`src/rtl/pls_pkg.sv`:
```
// shared types and constants for the positional list store
// no dependencies; imported by pls_cell and positional_list_store
`default_nettype none

package pls_pkg;

    localparam int CAPACITY = 16;
    localparam int IDX_W    = (CAPACITY > 1) ? $clog2(CAPACITY) : 1;
    localparam int CNT_W    = $clog2(CAPACITY + 1);
    localparam int LEN_W    = 11;
    localparam int KIND_W   = 3;
    localparam int POS_W    = 8;
    localparam int STAT_W   = 2;
    localparam int DATA_W   = 32;

    typedef logic signed [DATA_W-1:0] data_t;

    localparam logic [KIND_W-1:0] KIND_INS_FRONT = 3'd0;
    localparam logic [KIND_W-1:0] KIND_INS_AT    = 3'd1;
    localparam logic [KIND_W-1:0] KIND_APPEND    = 3'd2;
    localparam logic [KIND_W-1:0] KIND_DELETE    = 3'd3;
    localparam logic [KIND_W-1:0] KIND_READ      = 3'd4;

    localparam logic [STAT_W-1:0] ST_OK    = 2'd0;
    localparam logic [STAT_W-1:0] ST_RANGE = 2'd1;
    localparam logic [STAT_W-1:0] ST_FULL  = 2'd2;
    localparam logic [STAT_W-1:0] ST_EMPTY = 2'd3;

    // operation broadcast to every cell of the row
    typedef struct packed {
        logic             ins;
        logic             del;
        logic             rd;
        logic [IDX_W-1:0] pos;
    } ctl_t;

endpackage

`default_nettype wire

```
`src/rtl/positional_list_store.sv`:
```
// top level of the positional list store: request decode, length counter,
// row of pls_cell slots and the result register; depends on pls_pkg, pls_cell
//
//  channel   dir   handshake            payload
//  request   in    s_valid / s_ready    s_kind, s_value, s_position
//  result    out   m_valid / m_ready    m_status, m_read_value, m_length
//
// one request per cycle unless the result stalls: a request is decoded and applied
// to every slot in the cycle it is accepted, the slots shifting in parallel; its
// result appears in the result register in the following cycle.
// reset clears the length and the result valid; slot contents stay undefined.
// a stalled result holds the request side only while the result register is full.
`default_nettype none

module positional_list_store (
    input  wire                           aclk,
    input  wire                           aresetn,
    input  wire                           s_valid,
    output logic                          s_ready,
    input  wire  [pls_pkg::KIND_W-1:0]    s_kind,
    input  wire  signed [pls_pkg::DATA_W-1:0] s_value,
    input  wire  [pls_pkg::POS_W-1:0]     s_position,
    output logic                          m_valid,
    input  wire                           m_ready,
    output logic [pls_pkg::STAT_W-1:0]    m_status,
    output logic signed [pls_pkg::DATA_W-1:0] m_read_value,
    output logic [pls_pkg::LEN_W-1:0]     m_length
);
    import pls_pkg::*;

    logic [CNT_W-1:0]  count_reg;
    logic [CNT_W-1:0]  count_next;
    logic              m_valid_reg;
    logic [STAT_W-1:0] m_status_reg;
    data_t             m_read_value_reg;
    logic [LEN_W-1:0]  m_length_reg;

    logic              accept;
    ctl_t              ctl;
    logic [STAT_W-1:0] status;
    logic [LEN_W-1:0]  pos_ext;
    logic [LEN_W-1:0]  cnt_ext;
    logic [LEN_W-1:0]  ins_pos;
    logic              full;
    logic              empty;

    data_t entries [CAPACITY];
    data_t rd_chain [CAPACITY+1];

    assign s_ready = !m_valid_reg || m_ready;
    assign accept  = s_valid && s_ready;

    assign pos_ext = LEN_W'(s_position);
    assign cnt_ext = LEN_W'(count_reg);
    assign full    = (cnt_ext >= LEN_W'(CAPACITY));
    assign empty   = (count_reg == '0);

    always_comb begin
        ctl        = '0;
        status     = ST_OK;
        count_next = count_reg;
        ins_pos    = pos_ext;
        case (s_kind)
            KIND_INS_FRONT, KIND_INS_AT, KIND_APPEND: begin
                if (s_kind == KIND_INS_FRONT) begin
                    ins_pos = '0;
                end else if (s_kind == KIND_APPEND) begin
                    ins_pos = cnt_ext;
                end
                if (full) begin
                    status = ST_FULL;
                end else if (ins_pos > cnt_ext) begin
                    status = ST_RANGE;
                end else begin
                    ctl.ins    = 1'b1;
                    ctl.pos    = ins_pos[IDX_W-1:0];
                    count_next = count_reg + 1'b1;
                end
            end
            KIND_DELETE: begin
                if (empty) begin
                    status = ST_EMPTY;
                end else if (pos_ext >= cnt_ext) begin
                    status = ST_RANGE;
                end else begin
                    ctl.del    = 1'b1;
                    ctl.pos    = pos_ext[IDX_W-1:0];
                    count_next = count_reg - 1'b1;
                end
            end
            KIND_READ: begin
                if (empty) begin
                    status = ST_EMPTY;
                end else if (pos_ext >= cnt_ext) begin
                    status = ST_RANGE;
                end else begin
                    ctl.rd  = 1'b1;
                    ctl.pos = pos_ext[IDX_W-1:0];
                end
            end
            default: begin
                status = ST_OK;
            end
        endcase
    end

    assign rd_chain[0] = '0;

    for (genvar i = 0; i < CAPACITY; i++) begin : g_cell
        data_t left_entry;
        data_t right_entry;
        if (i == 0) begin : g_first
            assign left_entry = '0;
        end else begin : g_mid_l
            assign left_entry = entries[i-1];
        end
        if (i == CAPACITY - 1) begin : g_last
            assign right_entry = '0;
        end else begin : g_mid_r
            assign right_entry = entries[i+1];
        end
        pls_cell u_cell (
            .aclk        (aclk),
            .accept      (accept),
            .ctl         (ctl),
            .own_idx     (IDX_W'(i)),
            .ins_value   (s_value),
            .left_entry  (left_entry),
            .right_entry (right_entry),
            .rd_in       (rd_chain[i]),
            .entry       (entries[i]),
            .rd_out      (rd_chain[i+1])
        );
    end

    always_ff @(posedge aclk) begin
        if (!aresetn) begin
            count_reg   <= '0;
            m_valid_reg <= 1'b0;
        end else begin
            if (accept) begin
                count_reg   <= count_next;
                m_valid_reg <= 1'b1;
            end else if (m_ready) begin
                m_valid_reg <= 1'b0;
            end
        end
    end

    always_ff @(posedge aclk) begin
        if (accept) begin
            m_status_reg     <= status;
            m_read_value_reg <= rd_chain[CAPACITY];
            m_length_reg     <= LEN_W'(count_next);
        end
    end

    assign m_valid      = m_valid_reg;
    assign m_status     = m_status_reg;
    assign m_read_value = m_read_value_reg;
    assign m_length     = m_length_reg;

    a_count_bound: assert property (@(posedge aclk) disable iff (!aresetn)
        LEN_W'(count_reg) <= LEN_W'(CAPACITY))
        else $error("list length beyond capacity");

    a_insert_grows: assert property (@(posedge aclk) disable iff (!aresetn)
        (accept && ctl.ins) |=> (count_reg == $past(count_reg) + 1'b1))
        else $error("accepted insert did not grow the list");

    a_reject_no_data: assert property (@(posedge aclk) disable iff (!aresetn)
        (m_valid && m_status != ST_OK) |-> (m_read_value == '0))
        else $error("rejected request carries read data");

    a_length_matches: assert property (@(posedge aclk) disable iff (!aresetn)
        accept |=> (m_valid && m_length == LEN_W'(count_reg)))
        else $error("result length differs from list length");

endmodule

`default_nettype wire

```
`src/rtl/pls_cell.sv`:
```
// one list slot: holds an entry, shifts with its neighbours, joins the read chain
// depends on pls_pkg
`default_nettype none

module pls_cell (
    input  wire                       aclk,
    input  wire                       accept,
    input  wire pls_pkg::ctl_t        ctl,
    input  wire  [pls_pkg::IDX_W-1:0] own_idx,
    input  wire pls_pkg::data_t       ins_value,
    input  wire pls_pkg::data_t       left_entry,
    input  wire pls_pkg::data_t       right_entry,
    input  wire pls_pkg::data_t       rd_in,
    output pls_pkg::data_t            entry,
    output pls_pkg::data_t            rd_out
);
    import pls_pkg::*;

    data_t entry_reg;
    data_t entry_next;
    logic  we;

    always_comb begin
        entry_next = entry_reg;
        we         = 1'b0;
        if (ctl.ins) begin
            if (own_idx > ctl.pos) begin
                entry_next = left_entry;
                we         = 1'b1;
            end else if (own_idx == ctl.pos) begin
                entry_next = ins_value;
                we         = 1'b1;
            end
        end else if (ctl.del && own_idx >= ctl.pos) begin
            entry_next = right_entry;
            we         = 1'b1;
        end
    end

    always_ff @(posedge aclk) begin
        if (accept && we) begin
            entry_reg <= entry_next;
        end
    end

    assign entry  = entry_reg;
    // read data ripples along the row, only the addressed slot contributes
    assign rd_out = (ctl.rd && own_idx == ctl.pos) ? (rd_in | entry_reg) : rd_in;

endmodule

`default_nettype wire
```
`config.mk`:
```
export PLATFORM = sky130hd
export DESIGN_NAME = positional_list_store
export DESIGN_NICKNAME = d
export VERILOG_FILES = /design/src/rtl/pls_pkg.sv /design/src/rtl/positional_list_store.sv /design/src/rtl/pls_cell.sv
export SDC_FILE = /design/constraint.sdc
export NUM_CORES = 2
export LEC_CHECK = 0
export BUFFER_PORTS_ARGS = -buffer_cell sky130_fd_sc_hd__buf_2
export CAP_MARGIN = 5
export CELL_PAD_IN_SITES_DETAIL_PLACEMENT = 1
export CELL_PAD_IN_SITES_GLOBAL_PLACEMENT = 1
export CORE_MARGIN = 2
export CORE_UTILIZATION = 42
export CTS_BUF_LIST = sky130_fd_sc_hd__clkbuf_16
export CTS_CLUSTER_SIZE = 10
export DETAILED_ROUTE_END_ITERATION = 8
export PLACE_DENSITY_LB_ADDON = 0.25
export SETUP_SLACK_MARGIN = 0.2
export SLEW_MARGIN = 25
export SYNTH_ARGS = -nofsm -noshare
export SYNTH_HDL_FRONTEND = slang
export SYNTH_SLANG_ARGS = --single-unit
```
`constraint.sdc`:
```
create_clock -name aclk -period 21.6 [get_ports aclk]
set_clock_uncertainty 0.05 [all_clocks]
set_input_delay 4.32 -clock aclk [delete_from_list [all_inputs] [get_ports aclk]]
set_output_delay 4.32 -clock aclk [all_outputs]
set_load 0.02 [all_outputs]
```
==> tab_implementation.tex <==
\begin{tabular}{lr}
\hline
Metric & Value \\
\hline
\multicolumn{2}{l}{\textbf{Layout}} \\
Post-layout net count & about 3200 \\
Final Core Density & 46.8\% \\
Fraction of layout cells with a size suffix above 1 & 9.95\% \\
Number of flip-flops in the largest register & 512 \\
Filler Cell Count & 8309 \\
N\_diodes & 0 \\
Post-route insts no fill & 4154 \\
Area used by multi-input combinational logic & approximately 14000 um\^{}2 \\
Register area & 16700 um\^{}2 \\
Layout overhead on the synthesized area & 11.0\% \\
\multicolumn{2}{l}{\textbf{Yosys}} \\
Number of library cell types mapped by synthesis & between 80 and 90 \\
Area of the mapped netlist & roughly 32000 um\^{}2 \\
Fraction of synthesized area in multiplexers & 13.1\% \\
Area share of and/or/nand/nor cells after synthesis & 13.3\% \\
Most frequent cells after synthesis & sky130\_fd\_sc\_hd\_\_nand2\_1 (840), sky130\_fd\_sc\_hd\_\_edfxtp\_1 (551), sky130\_fd\_sc\_hd\_\_mux2i\_1 (415) \\
Cell taking the most area after synthesis & sky130\_fd\_sc\_hd\_\_edfxtp\_1 \\
Fraction of the mapped netlist area in adder cells & 0.471\% \\
Most repeated cell in the gate-level netlist after synthesis & sky130\_fd\_sc\_hd\_\_nand2\_1 \\
Largest cells by area after synthesis & sky130\_fd\_sc\_hd\_\_edfxtp\_1 (52\%), sky130\_fd\_sc\_hd\_\_mux2i\_1 (13\%), sky130\_fd\_sc\_hd\_\_nand2\_1 (9.9\%) \\
Complex-gate fraction of the synthesized area & 16.6\% \\
Post-Synth XOR/XNOR Area & less than 1\% \\
Asr flop ratio synth & 0\% \\
Cells after synthesis & 3178 \\
Synthesis Warnings & 0 \\
Post-synthesis sequential area ratio & a little over half \\
Proportion of netlist area held by the largest area contributor & 51.9\% \\
Most used flip-flop cell after synthesis & sky130\_fd\_sc\_hd\_\_edfxtp\_1 \\
Combinational family with the most area after synthesis & compound AO/OA/AOI/OAI gates \\
Synth Register Bits & 557 \\
Count of flip-flops with a built-in enable after synthesis & 551 \\
Syn Area/Cell & 10.0 um\^{}2 \\
\multicolumn{2}{l}{\textbf{Clocking}} \\
Maximum number of buffers from clock root to sink & 3 \\
Worst-Skew Late Latency & 0.61 ns \\
Clock buffers created by TritonCTS & 70 \\
Total of cells resized after clock tree synthesis & 0 \\
Number of levels the H-tree was split into & 3 \\
Clock transition at the registers of the reported paths & approximately 0.060 ns \\
Number of buffers inserted by hold repair at cts & 0 \\
TritonCTS clock tree & yes \\
Num Clock Sinks & 557 \\
Buffers inserted during post-CTS setup optimization & 0 \\
Clock root buffer & sky130\_fd\_sc\_hd\_\_clkbuf\_16 \\
\multicolumn{2}{l}{\textbf{Timing}} \\
Count of final setup violators & 0 \\
Maximum frequency from static timing analysis & 103 MHz \\
Final critical path time including I/O delays and setup & 9.68 ns \\
Headroom to the max-slew limit & 18.1\% \\
Final hold violation count & 0 \\
Pin slew with the least headroom to its limit & between 1 and 1.5 ns \\
Ratio of final minimum period to clock period & 44.8\% \\
Unrepaired setup endpoints after global routing & false \\
Worst Hold Margin & 0.492 ns \\
Final-report max-slew violation count & 0 \\
Setup\_tns & 0 ns \\
\multicolumn{2}{l}{\textbf{Critical path}} \\
Kind of start point of the critical path & input port \\
Critical-path top delay cell & sky130\_fd\_sc\_hd\_\_buf\_12 \\
Levels on crit path & 16 \\
Critical path start-end classification & in -> reg \\
Critical path, cell by cell & buf\_2 -> or2\_1 -> mux2\_2 -> inv\_1 -> ha\_1 -> o21ai\_0 -> a21oi\_1 -> o221a\_2 -> nor3\_2 -> buf\_12 -> a21oi\_1 -> nand2b\_1 -> buf\_4 -> inv\_2 -> and2\_2 -> buf\_4 \\
Reg-to-reg startpoint & count\_reg[1] \\
Register-to-register path setup slack & roughly 16 ns \\
Critical path required time & 21.80 ns \\
Reg2Reg Capture Point & g\_cell[4].u\_cell.entry[10] \\
Maximum fanout along the worst path & approximately 160 \\
Endpoint of the most critical setup path & g\_cell[4].u\_cell.entry[10] \\
Buf+Inv Stages, Crit Path & 6 \\
Cell class contributing the biggest share of worst-path delay & buffers and inverters \\
Largest stage delay, worst path & 0.73 ns \\
Data arrival time at the worst-slack endpoint & between 9 and 10 ns \\
Type of element capturing the critical path & register \\
Critical Path Start & s\_kind[2] \\
Depth of the most critical reg-to-reg path & 14 \\
\multicolumn{2}{l}{\textbf{Route}} \\
Detailed-route wire length per cell & 30.3 um \\
Count of antenna-violating nets left after detailed routing & 0 \\
Via count & 27100 \\
Pre-Repair DR Iteration Count & 5 \\
DRT Wirelength & about 130 mm \\
Via density per instance & 6.51 \\
Drc violations & 0 \\
Iter 0 DRT Violations & $\sim$3000 \\
\multicolumn{2}{l}{\textbf{Global route}} \\
First-pass GRT wire length & 185 mm \\
Final global-route overflow total & 0 \\
Via count of the first global-routing pass & 27700 \\
Number of antenna violations at the first check in global routing & 2 \\
Maximum number of pins on one net before global-route repair & 162 \\
Global Route Usage Sum & between 30\% and 40\% \\
\multicolumn{2}{l}{\textbf{Pwr}} \\
Internal power & $\sim$1.9 mW \\
Part of the power in combinational logic & 7.1\% \\
Power Density & 71.1 nW/um\^{}2 \\
Proportion of power drawn by the clock network & 44.4\% \\
Switching power of the nets & between 600 and 700 uW \\
Switching power share of the total & about a quarter \\
Reg power frac & 48.4\% \\
Maximum vdd ir drop & between 0.00004 and 0.00005 V \\
Static leakage power & 14.5 nW \\
\multicolumn{2}{l}{\textbf{Min path}} \\
Min-Delay Path Class & reg -> reg \\
Beginning of the worst hold path & m\_valid \\
\multicolumn{2}{l}{\textbf{Floorplan}} \\
Die Width & 279 um \\
Die area & 78100 um\^{}2 \\
Chip height & 279 um \\
Number of placement rows & 101 \\
Top-Level Pins & 94 \\
Effective utilization at floorplan & roughly 42\% \\
Std-Cell Core Area & 75600 um\^{}2 \\
\multicolumn{2}{l}{\textbf{Placed design}} \\
Final GP Congestion & roughly 0.87 \\
Detailed placer's ending HPWL & roughly 74 mm \\
Placed Instances & 4040 \\
PortBufs & 87 \\
\multicolumn{2}{l}{\textbf{Status}} \\
Run status & completed \\
\multicolumn{2}{l}{\textbf{Run}} \\
\# Max-Cap Violations & 0 \\
\hline
\end{tabular}
==> power groups by stage <==
stage | Clock, mW | Combinational [mW] | Sequential, mW
after floorplan | 0 | 0.108 | 1.24
after global placement | 0 | 0.168 | 1.24
after detailed placement | 0 | 0.176 | 1.24
after CTS | 1.13 | 0.176 | 1.22
after global routing | 1.17 | 0.193 | 1.22
final | 1.12 | 0.180 | 1.22
==> final cells by class <==
cell class | count | share of cell area, %
flip-flops and latches | 557 | 47.1
multi-input cells | 2325 | 40.3
clock buffers | 74 | 5.23
well taps | 978 | 3.46
repair buffers | 165 | 3.05
clock inverters | 38 | 0.704
inverters | 17 | 0.180
==> logic make-up (layout without fill, tap and decap cells) <==
kind of cell / Yosys count / after routing
multiplexers: 418 / 418
other: 1 / 6
AO/OA/AOI/OAI: 831 / 831
AND/OR/NAND/NOR: 1056 / 1056
flip-flops: 557 / 557
buffers and inverters: 301 / 294
XOR/XNOR: 2 / 2
adder cells (fa/ha/maj): 12 / 12
==> through the flow <==
stage	power [mW]	area, um^2	setup WS [ns]
3_3_place_gp	1.41	33200	11.24
2_1_floorplan	1.35	31900	10.90
3_5_place_dp	1.42	33200	10.99
6_report	2.52	35400	11.92
4_1_cts	2.53	35300	11.67
5_1_grt	2.58	35400	11.55
==> per-layer routing <==
layer / GRT usage (%) / wire [um]
met5: 0 / 25
met4: 14.1 / 5660
met2: 49.7 / 56500
met3: 5.85 / 12500
met1: 43.1 / 51200
==> placed cells by master (no fill, tap or decap), types with 5 or more instances in the layout <==
master                      Yosys  layout
sky130_fd_sc_hd__nand2_1      840     838
sky130_fd_sc_hd__edfxtp_1     551     551
sky130_fd_sc_hd__mux2i_1      415     415
sky130_fd_sc_hd__o21ai_0      279     279
sky130_fd_sc_hd__o21ai_1      121     121
sky130_fd_sc_hd__a21oi_1       98      98
sky130_fd_sc_hd__nor2_1       108      93
sky130_fd_sc_hd__buf_2         57      87
sky130_fd_sc_hd__clkbuf_16      0      74
sky130_fd_sc_hd__buf_4         23      72
sky130_fd_sc_hd__a31oi_1       68      68
sky130_fd_sc_hd__inv_1         17      40
sky130_fd_sc_hd__nand3_1       33      31
sky130_fd_sc_hd__o211ai_1      23      23
sky130_fd_sc_hd__a22o_1        23      23
sky130_fd_sc_hd__a2111oi_0     22      22
sky130_fd_sc_hd__a211oi_1      24      21
sky130_fd_sc_hd__a221o_1       21      21
sky130_fd_sc_hd__o2bb2ai_1     21      21
sky130_fd_sc_hd__o41ai_1       20      20
sky130_fd_sc_hd__a22oi_1       18      18
sky130_fd_sc_hd__a221oi_1      16      16
sky130_fd_sc_hd__nand4_1       14      14
sky130_fd_sc_hd__nor2_4         1      12
sky130_fd_sc_hd__a32o_1        12      12
sky130_fd_sc_hd__ha_1          12      12
sky130_fd_sc_hd__a222oi_1      10      10
sky130_fd_sc_hd__nor3_1        15       8
sky130_fd_sc_hd__nor3_2         1       7
sky130_fd_sc_hd__o22ai_1        8       7
sky130_fd_sc_hd__nand2b_1       6       6
sky130_fd_sc_hd__a32oi_1        7       6
sky130_fd_sc_hd__conb_1         1       6
sky130_fd_sc_hd__dfxtp_1        6       6
sky130_fd_sc_hd__clkinv_1       0       5
==> how the worst min path moves through the flow <==
stage                                 end  slack (ns)  cells after the start
3_5_place_dp                      m_valid        0.49                      2
5_1_grt        g_cell[14].u_cell.entry[2]        0.54                      2
4_1_cts                           m_valid        0.50                      2
2_1_floorplan  g_cell[14].u_cell.entry[0]        0.47                      2
6_report                          m_valid        0.49                      2
3_3_place_gp                      m_valid        0.47                      2
==> worst min-delay path: cells and delay by family, from the launching register on <==
family	cells	cell delay, ns
AO/OA/AOI/OAI	1	0.09
flip-flops	1	0.30
AND/OR/NAND/NOR	1	0.10
Power figures use the tool's default switching activity.
